### config.mk
export PLATFORM = sky130hd
export DESIGN_NAME = sdfp_scale
export DESIGN_NICKNAME = d
export VERILOG_FILES = /design/src/design/sdfp_pkg.sv /design/src/design/sdfp_scale.sv
export VERILOG_INCLUDE_DIRS = /design/src /design/src/design
export SDC_FILE = /design/constraint.sdc
export NUM_CORES = 1
export LEC_CHECK = 0
export BUFFER_PORTS_ARGS = -buffer_cell sky130_fd_sc_hd__clkbuf_2
export CELL_PAD_IN_SITES_DETAIL_PLACEMENT = 0
export CELL_PAD_IN_SITES_GLOBAL_PLACEMENT = 2
export CORE_AREA = 2 2 236 238
export DETAILED_ROUTE_END_ITERATION = 12
export DIE_AREA = 0 0 238 240
export HOLD_SLACK_MARGIN = 0.08
export PLACE_DENSITY_LB_ADDON = 0.1
export SYNTH_ARGS = -nofsm -noshare
export SYNTH_HDL_FRONTEND = slang
export SYNTH_SLANG_ARGS = --single-unit
### constraint.sdc
create_clock -name clk -period 19 [get_ports clk]
set_input_delay 0.95 -clock clk [delete_from_list [all_inputs] [get_ports clk]]
set_output_delay 0.95 -clock clk [all_outputs]
set_load 0.05 [all_outputs]
### src/design/stage_dot_to_framebuffer_plot_macros.svh
`ifndef STAGE_DOT_TO_FRAMEBUFFER_PLOT_MACROS_SVH
`define STAGE_DOT_TO_FRAMEBUFFER_PLOT_MACROS_SVH

// Same-cycle implication, sampled on clk, off while rst_n is low.
`define SDFP_ASSERT_HOLDS(label, ante, cons) \
  label: assert property (@(posedge clk) disable iff (!rst_n) (ante) |-> (cons)) \
    else $error("sdfp: same-cycle check failed");

// Next-cycle implication, sampled on clk, off while rst_n is low.
`define SDFP_ASSERT_NEXT(label, ante, cons) \
  label: assert property (@(posedge clk) disable iff (!rst_n) (ante) |=> (cons)) \
    else $error("sdfp: next-cycle check failed");

`endif

### src/design/sdfp_pkg.sv
`default_nettype none

package sdfp_pkg;

  localparam int SCREEN_WIDTH  = 400;
  localparam int SCREEN_HEIGHT = 240;

  localparam int XY_W   = 32;
  localparam int ID_W   = 16;
  localparam int CFG_W  = 16;
  localparam int SX_W   = 9;
  localparam int SY_W   = 8;
  localparam int OFF_W  = 17;
  localparam int COL_W  = 16;
  localparam int FRAC_W = 16;

  // dividends of the two scale divisions (screen size in 16.16)
  localparam longint NUM_X = longint'(SCREEN_WIDTH) << FRAC_W;
  localparam longint NUM_Y = longint'(SCREEN_HEIGHT) << FRAC_W;
  localparam longint NUM_MAX = (NUM_X > NUM_Y) ? NUM_X : NUM_Y;
  localparam int DIV_W = $clog2(NUM_MAX + 1);
  localparam int CNT_W = $clog2(DIV_W);
  localparam logic [DIV_W-1:0] NUM_X_C = DIV_W'(NUM_X);
  localparam logic [DIV_W-1:0] NUM_Y_C = DIV_W'(NUM_Y);

  // stage position times scale, and the floored position plus offset
  localparam int PROD_W = XY_W + DIV_W + 1;
  localparam int SUM_W  = PROD_W - FRAC_W + 1;

  localparam logic [31:0] HASH_MUL    = 32'd2654435761;
  localparam logic [7:0]  COLOR_FLOOR = 8'h40;

  typedef enum logic [0:0] {
    CFG_STAGE_WIDTH  = 1'b0,
    CFG_STAGE_HEIGHT = 1'b1
  } cfg_idx_t;

  typedef enum logic [2:0] {
    SC_IDLE,
    SC_DIV,
    SC_MIN,
    SC_MUL,
    SC_OFF
  } sc_state_t;

  typedef struct packed {
    logic             ready;
    logic             bypass;
    logic [DIV_W-1:0] scale;
    logic [SX_W-1:0]  off_x;
    logic [SY_W-1:0]  off_y;
  } scale_t;

  function automatic logic [COL_W-1:0] dot_color(input logic [31:0] h);
    logic [7:0] r;
    logic [7:0] g;
    logic [7:0] b;
    r = h[23:16] | COLOR_FLOOR;
    g = h[15:8]  | COLOR_FLOOR;
    b = h[7:0]   | COLOR_FLOOR;
    return {r[7:3], g[7:2], b[7:3]};
  endfunction

endpackage

`default_nettype wire

### src/design/sdfp_scale.sv
`default_nettype none
`include "stage_dot_to_framebuffer_plot_macros.svh"

module sdfp_scale (
  input  wire logic                      clk,
  input  wire logic                      rst_n,
  input  wire logic                      cfg_we,
  input  wire logic [0:0]                cfg_index,
  input  wire logic [sdfp_pkg::CFG_W-1:0] cfg_wdata,
  output sdfp_pkg::scale_t               scale
);

  localparam int PW_W = sdfp_pkg::CFG_W + sdfp_pkg::DIV_W;

  logic [sdfp_pkg::CFG_W-1:0] w_r;
  logic [sdfp_pkg::CFG_W-1:0] h_r;
  sdfp_pkg::sc_state_t        state_r;
  sdfp_pkg::sc_state_t        state_nxt;
  logic [sdfp_pkg::CNT_W-1:0] cnt_r;
  logic [sdfp_pkg::DIV_W-1:0] qx_r;
  logic [sdfp_pkg::DIV_W-1:0] qy_r;
  logic [sdfp_pkg::CFG_W-1:0] rx_r;
  logic [sdfp_pkg::CFG_W-1:0] ry_r;
  logic [sdfp_pkg::DIV_W-1:0] s_r;
  logic [PW_W-1:0]            pw_r;
  logic [PW_W-1:0]            ph_r;
  logic [sdfp_pkg::SX_W-1:0]  ox_r;
  logic [sdfp_pkg::SY_W-1:0]  oy_r;

  logic                       idle;
  logic                       div_step;
  logic                       min_step;
  logic                       mul_step;
  logic                       off_step;
  logic                       bypass;
  logic [sdfp_pkg::CFG_W:0]   trial_x;
  logic [sdfp_pkg::CFG_W:0]   trial_y;
  logic                       ge_x;
  logic                       ge_y;
  logic [sdfp_pkg::CFG_W-1:0] rx_nxt;
  logic [sdfp_pkg::CFG_W-1:0] ry_nxt;
  logic [sdfp_pkg::SX_W:0]    dx;
  logic [sdfp_pkg::SY_W:0]    dy;
  logic                       center_fits;

  // register writes
  always_ff @(posedge clk) begin
    if (!rst_n) begin
      w_r <= '0;
      h_r <= '0;
    end else if (cfg_we) begin
      unique case (sdfp_pkg::cfg_idx_t'(cfg_index))
        sdfp_pkg::CFG_STAGE_WIDTH:  w_r <= cfg_wdata;
        sdfp_pkg::CFG_STAGE_HEIGHT: h_r <= cfg_wdata;
      endcase
    end
  end

  // next state: any write restarts the scale computation
  always_comb begin
    state_nxt = state_r;
    unique case (state_r)
      sdfp_pkg::SC_IDLE: state_nxt = sdfp_pkg::SC_IDLE;
      sdfp_pkg::SC_DIV:  if (cnt_r == '0) state_nxt = sdfp_pkg::SC_MIN;
      sdfp_pkg::SC_MIN:  state_nxt = sdfp_pkg::SC_MUL;
      sdfp_pkg::SC_MUL:  state_nxt = sdfp_pkg::SC_OFF;
      sdfp_pkg::SC_OFF:  state_nxt = sdfp_pkg::SC_IDLE;
      default:           state_nxt = sdfp_pkg::SC_IDLE;
    endcase
    if (cfg_we) state_nxt = sdfp_pkg::SC_DIV;
  end

  // state decodes
  always_comb begin
    idle     = 1'b0;
    div_step = 1'b0;
    min_step = 1'b0;
    mul_step = 1'b0;
    off_step = 1'b0;
    unique case (state_r)
      sdfp_pkg::SC_IDLE: idle     = 1'b1;
      sdfp_pkg::SC_DIV:  div_step = 1'b1;
      sdfp_pkg::SC_MIN:  min_step = 1'b1;
      sdfp_pkg::SC_MUL:  mul_step = 1'b1;
      sdfp_pkg::SC_OFF:  off_step = 1'b1;
      default:           idle     = 1'b0;
    endcase
  end

  always_ff @(posedge clk) begin
    if (!rst_n) begin
      state_r <= sdfp_pkg::SC_IDLE;
    end else begin
      state_r <= state_nxt;
    end
  end

  // restoring division, one quotient bit per cycle for both axes
  assign trial_x = {rx_r, sdfp_pkg::NUM_X_C[cnt_r]};
  assign trial_y = {ry_r, sdfp_pkg::NUM_Y_C[cnt_r]};
  assign ge_x    = trial_x >= {1'b0, w_r};
  assign ge_y    = trial_y >= {1'b0, h_r};
  assign rx_nxt  = ge_x ? sdfp_pkg::CFG_W'(trial_x - {1'b0, w_r}) : trial_x[sdfp_pkg::CFG_W-1:0];
  assign ry_nxt  = ge_y ? sdfp_pkg::CFG_W'(trial_y - {1'b0, h_r}) : trial_y[sdfp_pkg::CFG_W-1:0];

  // centering: half of what the scaled stage leaves free
  assign dx = (sdfp_pkg::SX_W + 1)'(sdfp_pkg::SCREEN_WIDTH)
            - {1'b0, pw_r[sdfp_pkg::FRAC_W +: sdfp_pkg::SX_W]};
  assign dy = (sdfp_pkg::SY_W + 1)'(sdfp_pkg::SCREEN_HEIGHT)
            - {1'b0, ph_r[sdfp_pkg::FRAC_W +: sdfp_pkg::SY_W]};

  always_ff @(posedge clk) begin
    if (!rst_n) begin
      cnt_r <= '0;
    end else if (cfg_we) begin
      cnt_r <= sdfp_pkg::CNT_W'(sdfp_pkg::DIV_W - 1);
    end else if (div_step) begin
      cnt_r <= cnt_r - 1'b1;
    end
  end

  always_ff @(posedge clk) begin
    if (cfg_we) begin
      rx_r <= '0;
      ry_r <= '0;
    end else if (div_step) begin
      rx_r <= rx_nxt;
      ry_r <= ry_nxt;
      qx_r <= {qx_r[sdfp_pkg::DIV_W-2:0], ge_x};
      qy_r <= {qy_r[sdfp_pkg::DIV_W-2:0], ge_y};
    end
    if (min_step) s_r <= (qx_r < qy_r) ? qx_r : qy_r;
    if (mul_step) begin
      pw_r <= PW_W'(w_r) * PW_W'(s_r);
      ph_r <= PW_W'(h_r) * PW_W'(s_r);
    end
    if (off_step) begin
      ox_r <= dx[sdfp_pkg::SX_W:1];
      oy_r <= dy[sdfp_pkg::SY_W:1];
    end
  end

  assign bypass       = (w_r == '0) || (h_r == '0);
  assign scale.ready  = idle;
  assign scale.bypass = bypass;
  assign scale.scale  = s_r;
  assign scale.off_x  = ox_r;
  assign scale.off_y  = oy_r;

  assign center_fits = (ox_r <= sdfp_pkg::SX_W'(sdfp_pkg::SCREEN_WIDTH / 2))
                    && (oy_r <= sdfp_pkg::SY_W'(sdfp_pkg::SCREEN_HEIGHT / 2));

  `SDFP_ASSERT_NEXT(a_write_restarts, cfg_we, state_r == sdfp_pkg::SC_DIV)
  `SDFP_ASSERT_HOLDS(a_scale_nonzero, idle && !bypass, s_r != '0)
  `SDFP_ASSERT_HOLDS(a_center_fits, idle && !bypass, center_fits)

endmodule

`default_nettype wire

Word level (Yosys, flattened, before mapping)
Memory sizes are Yosys's and may differ from the RTL's.
Index checks and enable logic that the tools add are counted.
Widths: inputs -> output; s select.
{"block": "totals", "inputBits": 20, "ff_bits": 213, "memories": 2, "romBits": 64, "out_inout_bits": 44, "wordCells": 62}
{"memory": "(name not given)", "depth": 32, "width": 1, "read_ports": 1, "rd_ports_with_merged_regs": 0, "write_ports": 0, "line": "sdfp_scale.sv:100", "source": "assign trial_y = {ry_r, sdfp_pkg::NUM_Y_C[cnt_r]};"}
{"memory": "(name not given)", "depth": 32, "width": 1, "read_ports": 1, "rd_ports_with_merged_regs": 0, "write_ports": 0, "line": "sdfp_scale.sv:99", "source": "assign trial_x = {rx_r, sdfp_pkg::NUM_X_C[cnt_r]};"}
{"block": "op_classes", "eq_ne": 6, "n_mux": 15, "addsub": 5, "bitwise": 3, "order_cmp": 4, "n_reduce_logical": 10, "multipliers": 2}
{"cell": "$ge 17x16->1", "count": 2}
{"cell": "$logic_not 16->1", "count": 2}
{"cell": "$mux 16", "count": 2}
{"cell": "$sub 16x16->16", "count": 2}
{"cell": "$lt 25x25->1", "count": 1}
{"cell": "$mul 16x25->24", "count": 1}
{"cell": "$mul 16x25->25", "count": 1}
{"cell": "$mux 25", "count": 1}
{"cell": "$mux 5", "count": 2}
{"cell": "$sub 9x9->10 const A", "count": 1}
{"cell": "$pmux 3 s3", "count": 1}
{"cell": "$sub 8x8->9 const A", "count": 1}
{"cell": "$mux 1", "count": 8}
{"cell": "$eq 3x2->1 const B", "count": 2}
{"cell": "$lt 5x6->1 const B", "count": 1}
{"cell": "$reduce_and 2->1", "count": 3}
{"cell": "$logic_not 5->1", "count": 1}
{"cell": "$sub 5x1->5 const B", "count": 1}
{"cell": "$eq 3x1->1 const B", "count": 1}
{"cell": "$eq 3x3->1 const B", "count": 1}
{"cell": "$logic_not 3->1", "count": 1}
{"cell": "$mux 3", "count": 1}
{"cell": "$ne 3x3->1 const B", "count": 1}
{"cell": "$not 1->1", "count": 3}
{"cell": "other kinds (4)", "count": 4}

Depth between registers and ports, before layout
{"block": "depth", "depth_word": 4, "ltp_mapped": 24, "mapped_depth_nobuf": 22}

Worst setup path after synthesis
No wires, ideal clock.
{"block": "synth_path", "path_type": "reg-to-reg", "startpoint": "register s_r[11] (netlist bit)", "endpoint": "register ph_r[23], data pin", "path_buffers": 2, "stages_incl_launch_ff": 22, "synth_period_minus_slack_ps": 6373, "path_slack_ps": 12627, "arrival_ps": 6114, "required_ps": 18741, "setup_ps": 259, "path_cell_list": "edfxtp_1 > clkbuf_1 > clkbuf_1 > nand2_1 > fa_1 > fa_1 > fa_1 > inv_1 > fa_1 > fa_1 > inv_1 > fa_1 > inv_1 > ha_1 > o211ai_1 > a2111oi_0 > a22oi_1 > o311ai_2 > o41ai_2 > o21bai_2 > a21oi_1 > xnor2_1"}
{"block": "synth_via", "elab_chain_len": 1}
{"item": "start, declared", "line": "sdfp_scale.sv:24", "source": "logic [sdfp_pkg::DIV_W-1:0] s_r;"}
{"item": "start signal, assigned", "line": "sdfp_scale.sv:132", "source": "if (min_step) s_r <= (qx_r < qy_r) ? qx_r : qy_r;"}
{"item": "$mul 16x25->24", "line": "sdfp_scale.sv:135", "source": "ph_r <= PW_W'(h_r) * PW_W'(s_r);"}
{"item": "end signal, assigned", "line": "sdfp_scale.sv:135"}
{"item": "end, declared", "line": "sdfp_scale.sv:26", "source": "logic [PW_W-1:0] ph_r;"}
No other way between the ends.
A chain may end at the register's enable or synchronous reset.

Worst setup path in the final report
{"block": "layout_path", "startpoint": "register s_r[8] (netlist bit)", "endpoint": "register ph_r[23], data pin"}
Same word-level chain as after synthesis.

==> impl_metrics.toml <==
[power_and_ir_drop]
power.combinational.fraction_pct = 44.9
internal-power_w = 0.0009286
netSwitchingPower_w = 0.0006439
leakage_power_of_the_design_nw = 11.72
seq_power_share_pct = 30.1
switching_portion_of_total_power_pct = 40.95
p_clk_share_pct = 25.1
max-vdd-ir-drop_mv = 0.07113
cell_area_power_density_nw_per_um2 = 60.64

[clock_network]
clock_tree.root_cell = "sky130_fd_sc_hd__clkbuf_16"
maximum_clock_path_buffer_count = 2
cts.hold.buffers_added = 0
cts.clk_slew.worst_paths_ns = 0.08
clock_tree.htree_level_count = 4
tritoncts = "done"
post_cts_resize_count = 0
post_cts.repair.setup_buffers = 0
numCtsBuffers = 17
worst_skew_pair.late_latency_ns = 0.47
cts_sinks = 181

[timing]
fin_setup_tns_ns = 0
slew_headroom_pct = 33.37
tightest_slew_ns = 0.9995
setup_repair_after_global_routing_missed_its_margin = "no"
timing.clock.skew_ns = 0.01056
timing.final.crit_share_pct = 34.49
slew_violations = 0
timing.fmax_mhz = 152.6
setup_viol = 0
timing.final.hold_violations = 0
min_period_ns = 6.552

[synthesis]
synth_cell_types = 71
ys_warn_count = 0
syn_area_per_cell_um2 = 9.270
synth_nets = 3200
netlist_area_um2 = 24220
dominant_synthesized_flop_cell = "sky130_fd_sc_hd__edfxtp_1"
seq_area_frac_synth_pct = 19.46
synthesis.instances = 2613
async_reset_ff_share_pct = 0
synth-edff-count = 109
postSynthRegisterBits = 181

[global_routing]
grt_start_max_net_pins = 51
grt_first_pass_wirelength_um = 104600
grt_pass1_vias = 18460
groute.layer.met3.usage_pct = 3.433
globalRouteMet2Util_pct = 41.39
number_of_antenna_violations_at_the_first_check_in_global_routing = 0
gr-usage-all-layers_pct = 24.17
grt_remaining_overflow = 0
grt.met1_usage_pct = 32.22
global_route.peak_usage_layer = "met2"

[drt]
drc = 0
via_count_of_the_routed_design = 17070
initialDrtViolationCount = 893
detail-route-antenna-nets = 0
dr_vias_cell = 5.129
wire_per_inst_um = 19.65
dr.pass1.iters = 5
drt_wl_total_um = 65410

[final_layout]
layout-drive-gt1-share_pct = 7.050
final_core_util_pct = 47.44
design.final.nets = 3198
flow.area_growth_from_synthesis_pct = 7.061
insertedDiodeCount = 0

[floorplanning]
fp.coreArea_um2 = 54660
floorplan.rows = 86
initial_utilization_pct = 44.31
chipWidth_um = 238
floorplan.die_area_um2 = 57120
pin_count = 64
die-height_um = 240

[worst_setup_path]
crit_arrival_ns = 6.77
startpoint_type = "register"
critical_path.endpoint_type = "register"
worst_ep_required_time_ns = 19.22
path_max_fanout = 33
worst-setup-path-type = "reg -> reg"

[hold_path]
worst_hold_class = "reg -> reg"

[place]
port-buffer-count = 63
gp_routability_congestion = 0.8221
detailed_place_hpwl_um = 48310

[outcome]
status = "finished clean"

[run]
drv_cap = 0
==> stage by stage <==
stage | std cells | power, W | setup slack (ns) | area (um2) | hold WS, ns
2_1_floorplan | 2613 | 0.001027 | 12.63 | 24220 | 0.4330
3_3_place_gp | 3296 | 0.001188 | 12.53 | 25290 | 0.4565
3_5_place_dp | 3296 | 0.001196 | 12.40 | 25290 | 0.4633
4_1_cts | 3328 | 0.001598 | 12.38 | 25930 | 0.4749
5_1_grt | 3328 | 0.001702 | 12.04 | 25930 | 0.4985
6_report | 3328 | 0.001573 | 12.45 | 25930 | 0.4728
==> layout make-up <==
type	instances	area, um2
tap	704	880.8
inverter	523	1963
sequential	181	4715
clock inverter	15	217.7
clock buffer	17	425.4
timing repair buffer	116	713.2
fill	5331	28730
multi-input combinational	1772	17020
==> cell usage in the layout (no fill, tap or decap), types with 58 or more instances in the layout <==
master / instances
sky130_fd_sc_hd__ha_1: 169
sky130_fd_sc_hd__inv_1: 521
sky130_fd_sc_hd__and2_1: 225
sky130_fd_sc_hd__nand2_1: 435
sky130_fd_sc_hd__dfxtp_1: 72
sky130_fd_sc_hd__edfxtp_1: 109
sky130_fd_sc_hd__clkbuf_2: 63
sky130_fd_sc_hd__a21oi_1: 58
sky130_fd_sc_hd__fa_1: 398
sky130_fd_sc_hd__xnor2_1: 82
==> sequential cells by signal (all words and copies together) (netlist names), 9 cells and up <==
register and cells:
rx_r 16, qx_r 25, qy_r 25, ry_r 16, pw_r 9, h_r 16
s_r 25, w_r 16, ox_r 9
==> power by group through the flow <==
| stage | Sequential [W] | Combinational (W) | Clock [W] |
|---|---|---|---|
| after global routing | 0.000475 | 0.000809 | 0.000417 |
| after CTS | 0.000472 | 0.000719 | 0.000407 |
| after floorplan | 0.000473 | 0.000554 | 0 |
| after detailed placement | 0.000481 | 0.000715 | 0 |
| after global placement | 0.000481 | 0.000708 | 0 |
| final | 0.000473 | 0.000706 | 0.000394 |
==> final timing paths <==
kind | start | endpoint | slack (ns) | cells past startpoint
worst max-delay path | s_r[8]$_DFFE_PP_ | ph_r[23]$_DFFE_PP_ | 12.45 | 21
worst min-delay path | w_r[4]$_SDFFE_PN0P_ | w_r[4]$_SDFFE_PN0P_ | 0.47 | 2
worst max register to register | s_r[8]$_DFFE_PP_ | ph_r[23]$_DFFE_PP_ | 12.45 | 21
worst min register to register | w_r[4]$_SDFFE_PN0P_ | w_r[4]$_SDFFE_PN0P_ | 0.47 | 2
==> synth_stat cells, types with 5 or more instances <==
cell | n | area share [%]
sky130_fd_sc_hd__nand2b_1 | 12 | 0.31
sky130_fd_sc_hd__xnor2_1 | 82 | 3.0
sky130_fd_sc_hd__nand3_1 | 10 | 0.21
sky130_fd_sc_hd__dfxtp_1 | 72 | 6.0
sky130_fd_sc_hd__or3_1 | 5 | 0.13
sky130_fd_sc_hd__o211ai_1 | 5 | 0.15
sky130_fd_sc_hd__ha_1 | 169 | 8.7
sky130_fd_sc_hd__a21boi_0 | 34 | 1.1
sky130_fd_sc_hd__nor2b_1 | 9 | 0.23
sky130_fd_sc_hd__a21oi_1 | 58 | 1.2
sky130_fd_sc_hd__inv_1 | 521 | 8.1
sky130_fd_sc_hd__o21ai_0 | 44 | 0.91
sky130_fd_sc_hd__xor2_1 | 30 | 1.1
sky130_fd_sc_hd__a21o_1 | 23 | 0.71
sky130_fd_sc_hd__a211oi_1 | 12 | 0.37
sky130_fd_sc_hd__nor3_1 | 18 | 0.37
sky130_fd_sc_hd__nand4_1 | 14 | 0.36
sky130_fd_sc_hd__edfxtp_1 | 109 | 14
sky130_fd_sc_hd__nand2_1 | 435 | 6.7
sky130_fd_sc_hd__mux2_1 | 7 | 0.33
sky130_fd_sc_hd__and3_1 | 12 | 0.31
sky130_fd_sc_hd__o21ai_1 | 9 | 0.19
sky130_fd_sc_hd__o21a_1 | 5 | 0.15
sky130_fd_sc_hd__clkbuf_1 | 124 | 1.9
sky130_fd_sc_hd__a31oi_1 | 16 | 0.41
sky130_fd_sc_hd__nor2_1 | 54 | 0.84
sky130_fd_sc_hd__and2_1 | 225 | 5.8
sky130_fd_sc_hd__nor4_1 | 11 | 0.28
sky130_fd_sc_hd__mux2_4 | 19 | 1.2
sky130_fd_sc_hd__fa_1 | 398 | 33
==> per-layer routing <==
layer / share of wire (%) / up-vias / wire (um)
met1: 45 / 8715 / 29630
li1: - / 7979 / -
met2: 49 / 301 / 31790
met5: 0 / - / 0
met3: 3.9 / 73 / 2533
met4: 2.2 / 0 / 1454
==> critical path, cell delays in order, from the launching register on <==
cell                       delay (ns)
sky130_fd_sc_hd__edfxtp_1        0.37
sky130_fd_sc_hd__buf_4           0.29
sky130_fd_sc_hd__and2_1          0.25
sky130_fd_sc_hd__fa_1            0.54
sky130_fd_sc_hd__inv_1           0.05
sky130_fd_sc_hd__fa_1            0.46
sky130_fd_sc_hd__fa_1            0.52
sky130_fd_sc_hd__inv_1           0.06
sky130_fd_sc_hd__fa_1            0.49
sky130_fd_sc_hd__fa_1            0.50
sky130_fd_sc_hd__inv_1           0.05
sky130_fd_sc_hd__fa_1            0.47
sky130_fd_sc_hd__inv_1           0.04
sky130_fd_sc_hd__ha_1            0.20
sky130_fd_sc_hd__nor4_1          0.29
sky130_fd_sc_hd__o211ai_1        0.14
sky130_fd_sc_hd__a22oi_1         0.48
sky130_fd_sc_hd__o311ai_2        0.26
sky130_fd_sc_hd__o41ai_2         0.43
sky130_fd_sc_hd__o21bai_2        0.11
sky130_fd_sc_hd__a21oi_1         0.18
sky130_fd_sc_hd__xnor2_1         0.09
==> cells by family after synthesis <==
| group | count (synthesis) | share of synthesized area [%] |
|---|---|---|
| xor gates and xnor gates | 112 | 4.050 |
| and+or+nand+nor | 820 | 16.15 |
| buffers and inverters | 660 | 10.40 |
| AOI/OAI and AO/OA | 245 | 6.731 |
| DFF | 181 | 19.46 |
| muxes | 28 | 1.586 |
| adders and majority gates | 567 | 41.62 |
Power figures use the tool's default switching activity.
